**config.mk**
```make
export PLATFORM = sky130hd
export DESIGN_NAME = ssbd_trig
export DESIGN_NICKNAME = d
export VERILOG_FILES = /design/src/sv/ssbd_pkg.sv /design/src/sv/ssbd_trig.sv
export SDC_FILE = /design/constraint.sdc
export NUM_CORES = 1
export LEC_CHECK = 0
export ABC_CLOCK_PERIOD_IN_PS = 10850
export BUFFER_PORTS_ARGS = -buffer_cell sky130_fd_sc_hd__buf_2
export CAP_MARGIN = 20
export CORE_MARGIN = 10
export CORE_UTILIZATION = 45
export CTS_CLUSTER_SIZE = 30
export DETAILED_ROUTE_END_ITERATION = 10
export GPL_ROUTABILITY_DRIVEN = 0
export GPL_TIMING_DRIVEN = 0
export PLACE_DENSITY = 0.67
export SYNTH_ARGS = -nofsm -noshare
export SYNTH_HDL_FRONTEND = slang
export SYNTH_SLANG_ARGS = --single-unit
```
**constraint.sdc**
```tcl
create_clock -name clock -period 10.85 [get_ports clock]
set_input_delay 1.085 -clock clock [delete_from_list [all_inputs] [get_ports clock]]
set_output_delay 1.085 -clock clock [all_outputs]
set_load 0.01 [all_outputs]
```
**src/sv/ssbd_pkg.sv**
```systemverilog
// ----------------------------------------------------------------------------
// ssbd_pkg
// Shared constants, types and helper functions for the shifted box-filter
// downsampler.
// ----------------------------------------------------------------------------
package ssbd_pkg;

   localparam int MaxWidth   = 1024;
   localparam int MaxHeight  = 1024;
   localparam int MaxFactor  = 8;
   localparam int StoreRows  = MaxFactor + 4;
   localparam int NumChan    = 3;

   localparam int ColBits    = $clog2(MaxWidth);
   localparam int HgtBits    = $clog2(MaxHeight);
   localparam int RowBits    = $clog2(StoreRows);
   localparam int StoreDepth = StoreRows * MaxWidth;
   localparam int AddrBits   = RowBits + ColBits;
   localparam int SizeBits   = 11;
   localparam int FactorBits = $clog2(MaxFactor + 1);
   localparam int FsqBits    = 2 * FactorBits;
   localparam int PosBits    = SizeBits + FactorBits;
   localparam int IBits      = PosBits + 1;
   localparam int WeightBits = 17;
   localparam int ProdBits   = WeightBits + 8;
   localparam int AccBits    = 8 + 16 + FsqBits;
   localparam int RemBits    = AccBits + 1;
   localparam int DivBits    = SizeBits;

   localparam int RecipShift   = DivBits + $clog2(MaxFactor) + 2;
   localparam int RecipBits    = RecipShift + 1;
   localparam int RowShift     = SizeBits + RowBits + 2;
   localparam int RowRecip     = (2 ** RowShift + StoreRows - 1) / StoreRows;
   localparam int RowRecipBits = RowShift + 1;

   typedef enum logic [2:0] {
      CSR_WIDTH,
      CSR_HEIGHT,
      CSR_FACTOR,
      CSR_SHIFT_X_WHOLE,
      CSR_SHIFT_X_FRAC,
      CSR_SHIFT_Y_WHOLE,
      CSR_SHIFT_Y_FRAC
   } csr_index_type;

   typedef enum logic [3:0] {
      ST_IDLE,
      ST_TRIG1,
      ST_TRIG2,
      ST_BSETUP,
      ST_BCHECK,
      ST_WINDOW,
      ST_DRAIN,
      ST_DIVIDE,
      ST_EMIT
   } state_type;

   typedef struct packed {
      logic       prod_en;
      logic       acc_en;
      logic       acc_clr;
      logic       div_load;
      logic       div_step;
      logic [2:0] div_bit;
   } lane_ctrl_type;

   typedef struct packed {
      logic                valid;
      logic [SizeBits-1:0] lo;
      logic [SizeBits-1:0] hi;
   } range_type;

   typedef logic [RecipBits-1:0] recip_arr_type [MaxFactor+1];

   // ceil(2^RecipShift / k) for k = 1 .. MaxFactor
   localparam recip_arr_type FRecip = '{
      '0,
      RecipBits'((2 ** RecipShift) / 1),
      RecipBits'((2 ** RecipShift + 1) / 2),
      RecipBits'((2 ** RecipShift + 2) / 3),
      RecipBits'((2 ** RecipShift + 3) / 4),
      RecipBits'((2 ** RecipShift + 4) / 5),
      RecipBits'((2 ** RecipShift + 5) / 6),
      RecipBits'((2 ** RecipShift + 6) / 7),
      RecipBits'((2 ** RecipShift + 7) / 8)
   };

   // floor(x / f) by reciprocal, exact over the operand range
   function automatic logic [DivBits-1:0] div_factor(input logic [DivBits-1:0] x,
                                                     input logic [FactorBits-1:0] f);
      logic [DivBits+RecipBits-1:0] p;
      p = (DivBits+RecipBits)'(x) * (DivBits+RecipBits)'(FRecip[f]);
      return p[RecipShift +: DivBits];
   endfunction

   // x mod StoreRows by reciprocal
   function automatic logic [RowBits-1:0] mod_rows(input logic [SizeBits-1:0] x);
      logic [SizeBits+RowRecipBits-1:0] p;
      logic [SizeBits-1:0]              q;
      logic [SizeBits-1:0]              r;
      p = (SizeBits+RowRecipBits)'(x) * (SizeBits+RowRecipBits)'(RowRecip);
      q = p[RowShift +: SizeBits];
      r = x - SizeBits'(q * SizeBits'(StoreRows));
      return r[RowBits-1:0];
   endfunction

endpackage

```
**src/sv/ssbd_trig.sv**
```systemverilog
// ----------------------------------------------------------------------------
// ssbd_trig
// Per-axis trigger range: which blocks along one axis complete at a given
// source position. One register stage, then the range check.
// ----------------------------------------------------------------------------
module ssbd_trig (
   input  logic                            clock,
   input  logic [ssbd_pkg::SizeBits-1:0]   pos,
   input  logic [ssbd_pkg::SizeBits-1:0]   size,
   input  logic [ssbd_pkg::FactorBits-1:0] factor,
   input  logic [1:0]                      whole,
   input  logic [ssbd_pkg::SizeBits-1:0]   nb,
   output ssbd_pkg::range_type             rng
);
   import ssbd_pkg::*;

   logic [SizeBits-1:0] off;
   logic [SizeBits-1:0] xa;
   logic [SizeBits-1:0] xb;
   logic                a_ok_ff, a_ok_in;
   logic                b_case_ff, b_case_in;
   logic                b_zero_ff, b_zero_in;
   logic [SizeBits-1:0] xa_ff;
   logic [DivBits-1:0]  qa_ff, qb_ff;
   logic [PosBits-1:0]  qa_back;
   logic [SizeBits-1:0] nb_last;

   always_comb begin
      off       = SizeBits'(whole) + SizeBits'(factor);
      a_ok_in   = ((pos + 1'b1) < size) && (pos >= off);
      b_case_in = ((pos + 1'b1) == size);
      b_zero_in = ((size - 1'b1) <= off);
      xa        = pos - off;
      xb        = size - SizeBits'(2) - SizeBits'(whole);
   end

   always_ff @(posedge clock) begin
      a_ok_ff   <= a_ok_in;
      b_case_ff <= b_case_in;
      b_zero_ff <= b_zero_in;
      xa_ff     <= xa;
      qa_ff     <= div_factor(xa, factor);
      qb_ff     <= div_factor(xb, factor);
   end

   always_comb begin
      qa_back = PosBits'(qa_ff) * PosBits'(factor);
      nb_last = nb - 1'b1;
      rng     = '0;
      if (a_ok_ff) begin
         rng.lo    = qa_ff;
         rng.hi    = qa_ff;
         rng.valid = (qa_back == PosBits'(xa_ff)) && (qa_ff < nb);
      end else if (b_case_ff) begin
         rng.lo    = b_zero_ff ? '0 : qb_ff;
         rng.hi    = nb_last;
         rng.valid = (nb != '0) && (rng.lo <= nb_last);
      end
   end

endmodule

```
# Word level (Yosys, flattened, before mapping)

Memories as Yosys holds them, arrays and structs flattened.
Cells that the tools add are included.
W data, S select, Z words.

Add/subtract/negate cells: 7
Multipliers: 3
$lt $le $gt $ge: 6
Equal/unequal tests: 2
Mux-type cells: 5
Bitwise operators: 1
Reductions and logical operators: 4

Operators by type and width:

| kind                    | number |
|---|---|
| $mul A11 B17 Y27        | 2 |
| $mux W23                | 2 |
| $mux W17                | 2 |
| $lt A11 B11 Y1          | 2 |
| $sub A11 B1 Y11 const B | 2 |
| $eq A15 B11 Y1          | 1 |
| $mul A11 B4 Y15         | 1 |
| $add A11 B1 Y11 const B | 1 |
| $eq A11 B11 Y1          | 1 |
| $ge A11 B5 Y1           | 1 |
| $le A11 B11 Y1          | 1 |
| $le A11 B5 Y1           | 1 |
| $mux W11                | 1 |
| $reduce_bool A11 Y1     | 1 |
| $sub A11 B2 Y11         | 1 |
| $sub A11 B2 Y11 const B | 1 |
| $sub A11 B5 Y11         | 1 |
| $add A2 B4 Y5           | 1 |
| $ge A5 B5 Y1 const B    | 1 |
| $not A4 Y5              | 1 |
| $logic_and A1 B1 Y1     | 3 |

Register bits after elaboration: 36
Bits in read-only memories: 272
Bits of input ports: 40
Output and inout bits: 23
Logic and storage cells: 35
Memories kept: 1

Memories:

| name             | depth | width | read ports | clocked after memory_dff | write ports | RTL line       | text |
|---|---|---|---|---|---|---|---|
| (name not given) | 16    | 17    | 1          | 0                        | 0           | ssbd_pkg.sv:92 | `p = (DivBits+RecipBits)'(x) * (DivBits+RecipBits)'(FRecip[f]);` |

# Logic depth before layout (Yosys ltp)

Depth after elaboration: 5
Mapped depth: 32
Depth with buffers taken out: 32

# Least setup slack after synthesis

OpenSTA, ideal clock, no wires.

Path kind: input -> register
Start: in factor[1] (netlist name)
End: reg qa_ff[8]
Setup time: 0.136 ns
Data arrival time: 8.110 ns
Required time: 10.714 ns
Setup slack: 2.603 ns
Stages on the path: 30
Path buffers: 1
Cells stage by stage: clkbuf_1 > inv_1 > fa_1 > ha_1 > a21o_1 > maj3_1 > a21o_1 > a21o_1 > xor2_1 > clkinv_1 > nand2_1 > inv_1 > fa_1 > inv_1 > fa_1 > inv_1 > fa_1 > fa_1 > inv_1 > fa_1 > inv_1 > ha_1 > a21oi_1 > o221a_2 > o311ai_1 > o2111ai_1 > nand2_1 > and4_1 > a2111oi_4 > a221oi_1

Elaborated cells between the ends (all ways): 7
Those cells by class: add/sub: 2; mul: 1; mux: 2; bitwise: 1; memory: 1

RTL lines:

| what                 | RTL line        | text |
|---|---|---|
| from (decl)          | ssbd_trig.sv:10 | `input logic [ssbd_pkg::FactorBits-1:0] factor,` |
| $add A2 B4 Y5        | ssbd_trig.sv:29 | `off = SizeBits'(whole) + SizeBits'(factor);` |
| $sub A11 B5 Y11      | ssbd_trig.sv:33 | `xa = pos - off;` |
| named net xa[5]      | ssbd_trig.sv:18 | `logic [SizeBits-1:0] xa;` |
| $mul A11 B17 Y27     | ssbd_pkg.sv:92  |  |
| to (signal assigned) | ssbd_trig.sv:42 | `qa_ff <= div_factor(xa, factor);` |
| to (decl)            | ssbd_trig.sv:24 | `logic [DivBits-1:0] qa_ff, qb_ff;` |

The timed path passes the listed nets, and every way through them passes these cells. The select of a mux whose other input is x is not followed.

# Worst setup path in the final report

Ends and elaborated chain as after synthesis.

==> results.cfg <==
[global_routing]
grt_pass1_vias = 12530
antenna_found_initial = 4
grt_usage_pct = 20.7
grt_pass1_wl_um = 67200
grt.overflow.total = 0
grt_start_max_net_pins = 13

[synth]
synth.avg_cell_area_um2 = 8.68
yosys.area.top_type_share_pct = 38.6
synth_area_leaders = fa_1, ha_1, inv_1
synth-seq-cells = 36
synthFlopType = dfxtp_1
synthArstFlopShare_pct = 0
syn-cell-area_um2 = 14800
synthCells = 1704
synth.distinct_cells = 65
synth_edf_count = 0
syn-num-nets = 2222
yosysSeqAreaShare_pct = 4.87
synthTopCellsByCount = inv_1, fa_1, ha_1, nand2_1, nor2_1
synth_top_area_cell = fa_1
synth_warnings = 0
synth.most_common_cell = inv_1

[routing]
via_per_inst = 5.29
ant_nets = 0
vias = 11704
drtIter0Drc = 797
drcViolationCount = 0
firstDrtPassIters = 6
detail_route.wl_per_cell_um = 18.6
drt_wl_total_um = 41200

[setup_path]
cp_slowest_stage_delay_ns = 0.65
cp-start-kind = primary input
critPathArrivalTime_ns = 9.90
required_ns = 11.00
worst_path_max_delay_cell = fa_1
worst_setup_path_end_kind = flop
crit_fanout = 10
critPathKind = in2reg

[power_and_ir_drop]
ir_drop_mv = 0.116
pwr_density_cell_nw_per_um2 = 120
leakage_uw = 0.00816
fin_total_pwr_uw = 1890

[floorplanning]
row_count = 66
die_area_um2 = 40500
die_height_um = 201
initial_core_util_pct = 45.6
core_um2 = 32500
ios = 63
die_width_um = 201

[layout]
fin_util_pct = 48.6
drive_gt1_share_pct = 4.75
fin_nets = 2286
syn_to_final_growth_pct = 6.72

[clocking]
post_cts_buffers = 0
cts_tree = yes
cts_resized = 0
cts_root_buf = clkbuf_16
clkTransAtPathRegs_ns = 0.06
cts_buffer_depth = 2
cts.sinks = 36
numCtsBuffers = 5
h-tree-depth = 2
postCtsHoldBufs = 0

[sta]
max_freq_mhz = 103
holdWs_ns = 1.25
setup_tns_ns = 0
slew-limit-headroom_pct = 22.4
rsz0062_at_grt = no
maxSlewViolCount = 0
fin_crit_ns = 9.74
setup_viol = 0
fin_ws_ns = 1.11
hold_viol = 0
tightest_slew_ns = 1.16
fin_crit_sh_pct = 89.8

[job]
cap_violations = 0

[placement]
portBuffers = 56
pre_cts_ws_ns = 1.02
place_hpwl_um = 36000

[run_status]
status = finished, final reports clean

[worst_hold_path]
worst_hold_path_type = in2reg
-- worst max-delay path, delay by kind of cell --
| kind | cells | cell delay [ns] |
|---|---|---|
| adder cells (fa/ha/maj) | 9 | 4.15 |
| AO/OA/AOI/OAI | 9 | 1.79 |
| AND/OR/NAND/NOR | 3 | 0.78 |
| buffers and inverters | 9 | 1.65 |
| XOR/XNOR | 1 | 0.43 |
-- registers in the layout, summed over array words and instances, names as in the netlist --
name	cells
b_zero_ff	1
a_ok_ff	1
qb_ff	11
xa_ff	11
qa_ff	11
b_case_ff	1
-- kinds of logic (layout without fill, tap and decap cells) --
logic type	Yosys count	in the layout	share of synthesized area, %
buf+inv	422	487	10.7
fa+ha+maj	479	479	55.0
compound gates	186	186	8.35
xor+xnor	89	89	5.42
mux	2	2	0.135
flops	36	36	4.87
other cells	0	2	0
simple gates	490	490	15.5
-- worst paths after layout --
check	startpoint	endpoint	slack, ns	cells after the start
min	size[7]	b_zero_ff	1.25	3
max	factor[1]	qa_ff[8]	1.11	31
-- cells in the final DEF, fill, tap and decap left out, drive strengths merged, types with 11 or more instances in the layout --
cell type	count
o21ai	54
and2	53
clkbuf	46
inv	372
nand2	178
nor2	126
a21oi	51
nand2b	45
xor2	23
nand4	11
xnor2	66
buf	61
nand3	20
dfxtp	36
fa	285
nor3	13
a21o	25
ha	193
-- per-layer routing --
layer / track usage (%) / wire (µm)
met1: 27.4 / 17400
met5: 0 / 24
met2: 32.8 / 18200
met3: 3.89 / 3790
met4: 8.30 / 1840
-- final cells by class --
cell class / count / area [µm²]
antenna: 2 / 5.00
buffer: 45 / 171
clock buffer: 5 / 125
clock inverter: 3 / 18.8
fill: 3151 / 16700
inverter: 377 / 1420
multi-input combinational: 1246 / 12500
sequential: 36 / 721
tap: 442 / 553
timing repair buffer: 57 / 292
-- metrics by stage --
stage | std cells | cell area, µm²
floorplan | 1704 | 14800
global placement | 2202 | 15600
detailed placement | 2203 | 15600
CTS | 2211 | 15800
global route | 2212 | 15800
finish | 2213 | 15800
-- where the power goes --
| part | leakage [µW] | total [µW] | switching [µW] | internal, µW |
|---|---|---|---|---|
| Sequential | 0.000301 | 230 | 52.9 | 177 |
| Clock | 0.0000736 | 138 | 53.7 | 84.4 |
| Combinational | 0.00779 | 1520 | 891 | 629 |
| Total | 0.00816 | 1890 | 998 | 890 |
Power figures use the tool's default switching activity.
