$ cat src/sv/ssbd_pkg.sv
// ----------------------------------------------------------------------------
// ssbd_pkg
// Shared constants, types and helper functions for the shifted box-filter
// downsampler.
// ----------------------------------------------------------------------------
package ssbd_pkg;

   localparam int MaxWidth   = 1024;
   localparam int MaxHeight  = 1024;
   localparam int MaxFactor  = 8;
   localparam int StoreRows  = MaxFactor + 4;
   localparam int NumChan    = 3;

   localparam int ColBits    = $clog2(MaxWidth);
   localparam int HgtBits    = $clog2(MaxHeight);
   localparam int RowBits    = $clog2(StoreRows);
   localparam int StoreDepth = StoreRows * MaxWidth;
   localparam int AddrBits   = RowBits + ColBits;
   localparam int SizeBits   = 11;
   localparam int FactorBits = $clog2(MaxFactor + 1);
   localparam int FsqBits    = 2 * FactorBits;
   localparam int PosBits    = SizeBits + FactorBits;
   localparam int IBits      = PosBits + 1;
   localparam int WeightBits = 17;
   localparam int ProdBits   = WeightBits + 8;
   localparam int AccBits    = 8 + 16 + FsqBits;
   localparam int RemBits    = AccBits + 1;
   localparam int DivBits    = SizeBits;

   localparam int RecipShift   = DivBits + $clog2(MaxFactor) + 2;
   localparam int RecipBits    = RecipShift + 1;
   localparam int RowShift     = SizeBits + RowBits + 2;
   localparam int RowRecip     = (2 ** RowShift + StoreRows - 1) / StoreRows;
   localparam int RowRecipBits = RowShift + 1;

   typedef enum logic [2:0] {
      CSR_WIDTH,
      CSR_HEIGHT,
      CSR_FACTOR,
      CSR_SHIFT_X_WHOLE,
      CSR_SHIFT_X_FRAC,
      CSR_SHIFT_Y_WHOLE,
      CSR_SHIFT_Y_FRAC
   } csr_index_type;

   typedef enum logic [3:0] {
      ST_IDLE,
      ST_TRIG1,
      ST_TRIG2,
      ST_BSETUP,
      ST_BCHECK,
      ST_WINDOW,
      ST_DRAIN,
      ST_DIVIDE,
      ST_EMIT
   } state_type;

   typedef struct packed {
      logic       prod_en;
      logic       acc_en;
      logic       acc_clr;
      logic       div_load;
      logic       div_step;
      logic [2:0] div_bit;
   } lane_ctrl_type;

   typedef struct packed {
      logic                valid;
      logic [SizeBits-1:0] lo;
      logic [SizeBits-1:0] hi;
   } range_type;

   typedef logic [RecipBits-1:0] recip_arr_type [MaxFactor+1];

   // ceil(2^RecipShift / k) for k = 1 .. MaxFactor
   localparam recip_arr_type FRecip = '{
      '0,
      RecipBits'((2 ** RecipShift) / 1),
      RecipBits'((2 ** RecipShift + 1) / 2),
      RecipBits'((2 ** RecipShift + 2) / 3),
      RecipBits'((2 ** RecipShift + 3) / 4),
      RecipBits'((2 ** RecipShift + 4) / 5),
      RecipBits'((2 ** RecipShift + 5) / 6),
      RecipBits'((2 ** RecipShift + 6) / 7),
      RecipBits'((2 ** RecipShift + 7) / 8)
   };

   // floor(x / f) by reciprocal, exact over the operand range
   function automatic logic [DivBits-1:0] div_factor(input logic [DivBits-1:0] x,
                                                     input logic [FactorBits-1:0] f);
      logic [DivBits+RecipBits-1:0] p;
      p = (DivBits+RecipBits)'(x) * (DivBits+RecipBits)'(FRecip[f]);
      return p[RecipShift +: DivBits];
   endfunction

   // x mod StoreRows by reciprocal
   function automatic logic [RowBits-1:0] mod_rows(input logic [SizeBits-1:0] x);
      logic [SizeBits+RowRecipBits-1:0] p;
      logic [SizeBits-1:0]              q;
      logic [SizeBits-1:0]              r;
      p = (SizeBits+RowRecipBits)'(x) * (SizeBits+RowRecipBits)'(RowRecip);
      q = p[RowShift +: SizeBits];
      r = x - SizeBits'(q * SizeBits'(StoreRows));
      return r[RowBits-1:0];
   endfunction

endpackage

$ cat src/sv/ssbd_lane.sv
// ----------------------------------------------------------------------------
// ssbd_lane
// One channel lane: weighted multiply-accumulate over the block window and
// a restoring divider for the rounded mean.
// ----------------------------------------------------------------------------
module ssbd_lane (
   input  logic                          clock,
   input  ssbd_pkg::lane_ctrl_type       ctrl,
   input  logic [7:0]                    pix,
   input  logic [ssbd_pkg::WeightBits-1:0] weight,
   input  logic [ssbd_pkg::FsqBits-1:0]  fsq,
   output logic [7:0]                    quot
);
   import ssbd_pkg::*;

   logic [ProdBits-1:0] prod_ff, prod_in;
   logic [AccBits-1:0]  acc_ff, acc_in;
   logic [RemBits-1:0]  rem_ff, rem_in;
   logic [RemBits-1:0]  trial;
   logic [7:0]          quot_ff, quot_in;

   always_comb begin
      prod_in = prod_ff;
      if (ctrl.prod_en) begin
         prod_in = ProdBits'(weight) * ProdBits'(pix);
      end

      acc_in = acc_ff;
      if (ctrl.acc_clr) begin
         acc_in = '0;
      end else if (ctrl.acc_en) begin
         acc_in = acc_ff + AccBits'(prod_ff);
      end

      trial   = RemBits'({fsq, 16'b0}) << ctrl.div_bit;
      rem_in  = rem_ff;
      quot_in = quot_ff;
      if (ctrl.div_load) begin
         rem_in  = RemBits'(acc_ff) + RemBits'({fsq, 15'b0});
         quot_in = '0;
      end else if (ctrl.div_step && (rem_ff >= trial)) begin
         rem_in               = rem_ff - trial;
         quot_in[ctrl.div_bit] = 1'b1;
      end
   end

   always_ff @(posedge clock) begin
      prod_ff <= prod_in;
      acc_ff  <= acc_in;
      rem_ff  <= rem_in;
      quot_ff <= quot_in;
   end

   assign quot = quot_ff;

endmodule

$ cat config.mk
export PLATFORM = sky130hd
export DESIGN_NAME = ssbd_lane
export DESIGN_NICKNAME = d
export VERILOG_FILES = /design/src/sv/ssbd_pkg.sv /design/src/sv/ssbd_lane.sv
export SDC_FILE = /design/constraint.sdc
export NUM_CORES = 1
export LEC_CHECK = 0
export ABC_AREA = 1
export BUFFER_PORTS_ARGS = -buffer_cell sky130_fd_sc_hd__buf_2
export CORE_UTILIZATION = 66
export DETAILED_ROUTE_END_ITERATION = 12
export GPL_TIMING_DRIVEN = 0
export HOLD_SLACK_MARGIN = 0.12
export PLACE_DENSITY = 0.91
export SKIP_CTS_REPAIR_TIMING = 1
export SYNTH_ARGS = -nofsm -noshare
export SYNTH_HDL_FRONTEND = slang
export SYNTH_SLANG_ARGS = --single-unit
$ cat constraint.sdc
create_clock -name clock -period 11.2 [get_ports clock]
set_input_delay 0.56 -clock clock [delete_from_list [all_inputs] [get_ports clock]]
set_output_delay 0.56 -clock clock [all_outputs]
set_load 0.02 [all_outputs]
### Word level (Yosys, flattened, before mapping)

Index checks and enable logic that the tools add are counted.

* add/subtract/negate cells: 3
* multiply operators: 1
* magnitude comparators: 3
* shift-type cells: 1
* mux-type cells: 4
* bitwise gates (word level): 1
* reductions and logical operators: 3

Operators with widths (count)
* 2-to-1 mux 33 bit: 2
* adder 32 x 23 -> 33 bit: 1
* >= comparator 33 bit: 1
* << shifter 24 x 3 -> 33 bit: 1
* subtractor 33 bit: 1
* adder 32 x 25 -> 32 bit: 1
* multiplier 17 x 8 -> 25 bit: 1
* bitwise OR 8 bit: 1
* < comparator 3 x 4 -> 1 bit (second input constant): 1
* demux 1 bit (select 3 bit): 1
* >= comparator 3 x 1 -> 1 bit (second input constant): 1
* logical AND 1 bit: 2
* nonzero test 2 bit: 1
* 2-to-1 mux 1 bit: 1

* flip-flop bits (word level): 98
* input port bits: 42
* output and inout bits: 8
* logic and storage cells: 20

### Logic depth before layout (Yosys ltp)

Gate-level depths: netlist of run 1.

* depth in word-level cells: 5
* depth in mapped cells: 23
* mapped depth without buffers: 21

### Least setup slack after synthesis of run 1

No wires, ideal clock.

* kind: in2reg
* from: input pix[7]
* to: register prod_ff[14] (data pin)
* setup time: 260 ps
* data arrival time: 4488 ps
* required time: 10940 ps
* slack: 6452 ps
* stages: 17
* buffers on the path: 2
* cell sequence: clkbuf_1 -> clkbuf_1 -> nand2_1 -> fa_1 -> fa_1 -> inv_1 -> fa_1 -> inv_1 -> fa_1 -> inv_1 -> ha_1 -> a21oi_1 -> a21boi_2 -> o21ai_2 -> nand2_1 -> nand2_1 -> xor2_1

* word-level cells in the longest chain between the ends: 1

Ends and longest elaborated chain
* start: declaration: RTL line ssbd_lane.sv:9 `input logic [7:0] pix,`
* multiplier 17 x 8 -> 25 bit: RTL line ssbd_lane.sv:25 `prod_in = ProdBits'(weight) * ProdBits'(pix);`
* end signal: assignment: RTL line ssbd_lane.sv:48 `prod_ff <= prod_in;`
* end: declaration: RTL line ssbd_lane.sv:16 `logic [ProdBits-1:0] prod_ff, prod_in;`

Every way passes these cells.
A chain may end at the register's enable or synchronous reset.

### Final worst setup path of run 1

* from: input pix[4]
* to: register prod_ff[23] (data pin)

The elaborated chain is that of the path after synthesis.

==> results of run 1 <==
[report_power, final]
| part | switching (µW) | internal [µW] | total, µW |
|---|---|---|---|
| Combinational | 1350 | 714 | 2060 |
| Clock | 131 | 157 | 288 |
| Sequential | 73.6 | 514 | 587 |
| Total | 1550 | 1380 | 2930 |
[worst max path at each step]
stage	start	end	slack [ns]	depth (start not counted)
2_1_floorplan	pix[7]	prod_ff[14]$_DFFE_PP_	6.45	17
6_report	pix[4]	prod_ff[23]$_DFFE_PP_	6.01	20
5_1_grt	pix[5]	prod_ff[24]$_DFFE_PP_	5.85	19
3_5_place_dp	pix[5]	prod_ff[24]$_DFFE_PP_	5.78	19
3_3_place_gp	pix[4]	prod_ff[19]$_DFFE_PP_	5.85	20
4_1_cts	pix[5]	prod_ff[24]$_DFFE_PP_	6.13	19
[per-stage QoR]
stage / cell area, µm² / total power (µW) / hold WS [ns]
floorplan: 12010 / 2127 / 0.4741
global placement: 12400 / 2515 / 0.4360
detailed placement: 12400 / 2590 / 0.4382
CTS: 12670 / 2888 / 0.4488
global route: 12670 / 3217 / 0.4715
finish: 12670 / 2935 / 0.4474
[cells by family after synthesis]
family,count (synthesis)
AOI/OAI and AO/OA,194
adders and majority gates,185
muxes,1
xor gates and xnor gates,31
and+or+nand+nor,853
DFF,88
buffers and inverters,500
[area by class of cell]
| cell class | instances | area, µm² |
|---|---|---|
| multi-input combinational | 1264 | 7879 |
| fill | 1454 | 4868 |
| sequential | 88 | 2242 |
| inverter | 445 | 1670 |
| tap | 225 | 281.5 |
| clock buffer | 13 | 250.2 |
| buffer | 55 | 221.5 |
| timing repair buffer | 21 | 105.1 |
| clock inverter | 3 | 18.77 |
[cell usage in the layout, fill, tap and decap left out, drive strengths merged, types with 8 or more instances in the layout]
master | netlist | routed
a21oi | 89 | 89
buf | 7 | 28
clkbuf | 48 | 61
dfxtp | 40 | 40
edfxtp | 48 | 48
fa | 92 | 92
ha | 93 | 93
inv | 441 | 441
nand2 | 557 | 557
nand3 | 94 | 94
nand4 | 19 | 19
nor2 | 152 | 152
nor3 | 13 | 13
o21ai | 78 | 78
xnor2 | 8 | 8
xor2 | 23 | 23
[routing by layer]
metal | track usage [%] | routed length [µm]
met5 | 0 | 0
met4 | 13.80 | 1036
met3 | 3.296 | 1962
met2 | 60.86 | 14950
met1 | 43.95 | 13050
[state kept, by name (all words and copies together), names as in the netlist]
name / count
acc_ff: 32
prod_ff: 25
quot: 8
rem_ff: 23
[worst max-delay path: cells and delay by family]
kind                     cells  cell delay, ns
AO/OA/AOI/OAI                2            0.40
adder cells (fa/ha/maj)      5            2.47
buffers and inverters        6            1.10
AND/OR/NAND/NOR              7            0.76
[Yosys cell counts (7+ instances only)]
cell	number
o21ai_0	72
ha_1	93
nand2_1	546
xor2_1	23
inv_1	436
dfxtp_1	40
nand3_1	92
nor2_1	137
xnor2_1	8
fa_1	92
clkbuf_1	46
nand2_2	10
nor3_1	11
edfxtp_1	48
a21oi_1	89
o21bai_1	7
nand4_1	19
nor2_2	14
==> results.md, run 1 <==
* Status: completed
* Netlist Area Pre-Place at about 12000 µm²
* Worst Path Class, Setup: in -> reg
* Worst skew pair latency at 0.35 ns
* Routability cong. at 0.9574
* Synth area leader: nand2_1
* Vias/cell at roughly 5.5
* Post-Syn Area per Cell at roughly 6.5 µm²
* Core Region at 17540 µm²
* CTS tree: yes
* Post-Place Cells at 2098
* EDFF count, synth at 48
* Initial drt markers at 1151
* Bufs on Longest Clock Path at 2
* Power Density at roughly 230 nW/µm²
* Max cap viols at 0
* Fmax at 192.6 MHz
* Place WS at around 5.8 ns
* Largest net degree at the start of global routing at 26
* Largest family of logic cells by synthesized area: simple AND/OR/NAND/NOR gates
* RR Endpoint: rem_ff[20]$_DFFE_PN_
* Post-Synth Simple-Gate Area at around 29%
* WL final at 31000 µm
* Final worst-path cycle share at 46.35%
* Global-route wire length before repair at 50470 µm
* Flops & latches, synth at 88
* Worst Clk Skew at 0.008971 ns
* Cells on Worst Hold Path at 2
* Critical Path Fanout Max at 10
* Depth of the CTS H-tree at 3
* Distinct cells, synth at 49
* Die Wd at ~140 µm
* Synth top area share at approximately 17%
* Initial core utilization at 68.50%
* Num CTS Buffers at 9
* Syn Inst Count at roughly 1900
* CTS Root Cell: clkbuf_16
* GRT overflow at 0
* Area of the die at 18740 µm²
* Post-Synth XOR/XNOR Area at 2.260%
* Adder-Cell Fraction of Synth Area at 25.02%
* Worst VDD drop at 0.0001131 V
* CP Capture Type: register
* Slew HR at 28.49%
* I/O Buffers at 21
* Crit path cell chain: clkbuf_1, clkbuf_1, nand2_1, fa_1, inv_1, fa_1, fa_1, inv_1, fa_1, inv_1, ha_1, a21o_1, a31oi_1, nand2_1, nor2_1, inv_1, nand2_1, nand2_1, nand2_1, nand2_1
* Hold/Removal Path Class: reg -> reg
* Worst reg-to-reg setup slack at 8.37 ns
* DP HPWL at 25490 µm
* Antenna violations before repair at 0
* Synthesized net count at 2079
* Worst setup margin at 6.009 ns
* Remaining antenna violation count after routing at 0
* Synthesis Warnings at 0
* Crit start category: input port
* Hold EP: quot[1]$_SDFFE_PP0P_
* Max-slew violation total from the final report at 0
* Async SR Flop Fraction at 0%
* Post-synth top flop: edfxtp_1
* Sequential area share after synthesis at about a fifth
* Worst reg-to-reg path cell count at 7
* Clk pin slew, worst setup/hold paths at 0.07 ns
* Sink Count at 88
* Share of post-route cells with drive strength above 1 at 4.500%
* RSZ-0062 raised after global routing: false
* DR DRC count at 0
* Hold Crit Start: quot[1]$_SDFFE_PP0P_
* IO Count at 50
* Final hold vios at 0
* R2r startpoint: rem_ff[28]$_DFFE_PN_
* Setup violators final at 0
* Delay of the slowest critical-path stage at 0.56 ns
* Tmin final at 5.191 ns
* Avg WL per Cell at 14.67 µm
* Worst slew pin tran at 1.070 ns
* Setup TNS at 0 ns
* Compound-cell area share of the yosys netlist at approximately 8.9%
* Nets at between 2000 and 2500
* Area Overhead vs Synth at 5.458%
* GR Util All Layers at 34.70%
* Final cell utilization of the core at 72.24%
* Die Span Y at around 140 µm
* Vias at 11590
* WP data arrival at 5.30 ns
* Leak at 0.007410 µW
* Pre-Repair DR Iteration Count at 7
* Std cell rows at 48
* Ant diodes at 0
* Vias in the first global route at between 10000 and 15000
* CP max-delay cell: fa_1
* Crit-path most repeated cell: nand2_1
* Mux cell area share after synthesis at less than 1%
* Synth top area cells: nand2_1 17%, fa_1 15%, inv_1 14%
* WP data required at 11.30 ns
* Final cell count without fillers at 2114
Note: power is estimated with default switching activity, not from simulation.
==> run 2: changes to the inputs <==
--- a/config.mk
+++ b/config.mk
@@ -7,11 +7,11 @@
 export LEC_CHECK = 0
 export ABC_AREA = 1
 export BUFFER_PORTS_ARGS = -buffer_cell sky130_fd_sc_hd__buf_2
-export CORE_UTILIZATION = 66
+export CORE_UTILIZATION = 64
 export DETAILED_ROUTE_END_ITERATION = 12
 export GPL_TIMING_DRIVEN = 0
 export HOLD_SLACK_MARGIN = 0.12
-export PLACE_DENSITY = 0.91
+export PLACE_DENSITY = 0.89
 export SKIP_CTS_REPAIR_TIMING = 1
 export SYNTH_ARGS = -nofsm -noshare
 export SYNTH_HDL_FRONTEND = slang
==> constraint.sdc (replaced) <==
create_clock -name clock -period 5.4 [get_ports clock]
set_input_delay 0.27 -clock clock [delete_from_list [all_inputs] [get_ports clock]]
set_output_delay 0.27 -clock clock [all_outputs]
set_load 0.02 [all_outputs]
==> run 2 against run 1 <==
- sequential share of layout area fell by 0.054 points
- wire length fell by 1.3%
- clock-buffer cell count did not move
- critical endpoint is now prod_ff[19]$_DFFE_PP_
- critical path type unchanged
- highest routed layer unchanged
- total power rose by 110%
- utilization fell by 2.5 points
- global-route usage fell by 1.9 points
- clock power rose by 120%
- cell area rose by 0.31%
- critical path depth did not move
==> results.md, run 2 (same netlist as run 1, synthesis figures left out) <==
* CTS Root Cell: clkbuf_16 (unchanged)
* Commonest non-fill, non-tap cell in the layout: nand2_1 (unchanged)
* Worst Clk Skew at 0.007509 ns (was 0.008971 ns)
* IO Count at 50 (unchanged)
* Max-slew violation total from the final report at 0 (unchanged)
* CP Capture Type: register (unchanged)
* Vias at 11510 (was 11590)
* DR DRC count at 0 (unchanged)
* WP data arrival at 4.94 ns (was 5.30 ns)
* WL final at 30610 µm (was 31000 µm)
* Top reg by flops: acc_ff (unchanged)
* GR Util All Layers at 32.80% (was 34.70%)
* Internal power at 2909 µW (was 1384 µW)
* Worst slew pin tran at 1.045 ns (was 1.070 ns)
* Initial core utilization at 65.97% (was 68.50%)
* Area Overhead vs Synth at 5.781% (was 5.458%)
* Nets at 2111 (unchanged)
* Sw Pwr at 3169 µW (was 1551 µW)
* Global-route wire length before repair at 50890 µm (was 50470 µm)
* Fmax at 207.0 MHz
* Worst Path Class, Setup: in -> reg (unchanged)
* Remaining antenna violation count after routing at 0 (unchanged)
* Std cell rows at 49 (was 48)
* Crit start category: input port (unchanged)
* Setup TNS at 0 ns (unchanged)
* Placed inst area at 12400 µm² (about the same)
* Die Span Y at 139.0 µm (was 136.9 µm)
* Avg WL per Cell at 14.45 µm (was 14.67 µm)
* Vias in the first global route at 11130 (was 10870)
* RSZ-0062 raised after global routing: false (unchanged)
* GRT overflow at 0 (unchanged)
* Max reg flops at 32 (unchanged)
* Final cell count without fillers at 2118 (was 2114)
* Fill cells at 1552 (was 1454)
* Initial drt markers at 956 (was 1151)
* WP data required at 5.51 ns (was 11.30 ns)
* Most frequent cells in the layout: 546 x nand2_1, 436 x inv_1, 137 x nor2_1, 93 x ha_1 (unchanged)
* Status: completed (unchanged)
* Post-route cell area at 12710 µm² (was 12670 µm²)
* Pre-Repair DR Iteration Count at 6 (was 7)
* Final worst-path cycle share at 89.45%
* Power Density at 478.3 nW/µm² (was 231.7 nW/µm²)
* Vias/cell at 5.433 (was 5.484)
* Clock network fraction of design power at 10.6% (was 9.8%)
* Biggest regs: acc_ff x32, prod_ff x25, rem_ff x23 (unchanged)
* Antenna violations before repair at 0 (unchanged)
* Comb pwr share at 69.4% (was 70.2%)
* Bufs on Longest Clock Path at 2 (unchanged)
* Leak at 0.007424 µW (was 0.007410 µW)
* Part of the power in registers at 19.9% (was 20.0%)
* Setup violators final at 0 (unchanged)
* Num CTS Buffers at 9 (unchanged)
* Area of the die at 19320 µm² (was 18740 µm²)
* Switch share at 52.14% (was 52.84%)
* CTS tree: yes (unchanged)
* Share of post-route cells with drive strength above 1 at 4.606% (was 4.500%)
* Post-Place Cells at 2102 (was 2098)
* Largest net degree at the start of global routing at 26 (unchanged)
* Hold/Removal Path Class: in -> reg (was reg -> reg)
* Worst VDD drop at 0.0002273 V (was 0.0001131 V)
* Clk pin slew, worst setup/hold paths at 0.06 ns (was 0.07 ns)
* Max cap viols at 0 (unchanged)
* Core Region at 18210 µm² (was 17540 µm²)
* Ant diodes at 0 (unchanged)
* Sink Count at 88 (unchanged)
* FF/Latch Area at 2242 µm² (unchanged)
* Slew HR at 30.13% (was 28.49%)
* Footprint of the multi-input gates at 7879 µm² (unchanged)
* Tmin final at 4.830 ns
* I/O Buffers at 21 (unchanged)
* Depth of the CTS H-tree at 3 (unchanged)
* Routability cong. at 0.9769 (was 0.9574)
* Die Wd at 139.0 µm (was 136.9 µm)
* DP HPWL at 25250 µm (was 25490 µm)
* Final hold vios at 0 (unchanged)
* Worst skew pair latency at 0.36 ns (was 0.35 ns)
* Critical Path Fanout Max at 10 (unchanged)
## run 2: per-stage QoR
stage | worst slack, ns | util, % | hold WS (ns) | total power (µW)
finish | 0.5698 | 69.79 | 0.2383 | 6077
detailed placement | 0.2390 | 68.12 | 0.4372 | 5354
floorplan | 0.9424 | - | 0.3825 | 4413
global route | 0.3435 | 69.79 | 0.2589 | 6705
global placement | 0.2705 | 68.12 | 0.4359 | 5229
CTS | 0.6024 | 69.79 | 0.2246 | 6021
## run 2: final timing paths
path         slack (ns)                  from  cells after the start                      to
max reg2reg        2.65  rem_ff[28]$_DFFE_PN_                      7    rem_ff[32]$_DFFE_PN_
min                0.24               ctrl[5]                      4  acc_ff[4]$_SDFFE_PP0P_
min reg2reg        0.45  quot[6]$_SDFFE_PP0P_                      2    quot[6]$_SDFFE_PP0P_
max                0.57                pix[4]                     20   prod_ff[19]$_DFFE_PP_
## run 2: layer usage
| layer | share of wire [%] | vias up | global-route usage, % |
|---|---|---|---|
| met2 | 48 | 457 | 57.47 |
| li1 | - | 5668 | - |
| met3 | 6.6 | 93 | 2.901 |
| met4 | 3.9 | 0 | 15.67 |
| met1 | 41 | 5290 | 40.87 |
| met5 | 0 | - | 0 |
## run 2: layout make-up
type                            count  area share [%]
Tap cell                          229           2.255
Multi-Input combinational cell   1264           62.00
Inverter                          445           13.14
Clock inverter                      3          0.1674
Buffer                             55           1.743
Sequential cell                    88           17.64
Clock buffer                       13           2.215
Timing Repair Buffer               21          0.8271
## run 2: worst max-delay path: stages
cell and delay, ns:
clkbuf_1 0.41, clkbuf_1 0.46, nand2_1 0.16, fa_1 0.55, inv_1 0.05, fa_1 0.48
fa_1 0.55, inv_1 0.05, fa_1 0.52, inv_1 0.04, ha_1 0.36, a21o_1 0.22
a31oi_1 0.17, nand2_1 0.07, nor2_1 0.23, inv_1 0.10, nand2_1 0.08, nand2_1 0.05
nand2_1 0.07, nand2_1 0.04
## run 2: power by group through the flow
stage | Clock (µW) | Combinational, µW | Sequential [µW]
final | 646 | 4220 | 1210
after global placement | 0 | 4010 | 1220
after detailed placement | 0 | 4130 | 1220
after global routing | 675 | 4800 | 1230
after floorplan | 0 | 3260 | 1150
after CTS | 650 | 4160 | 1210
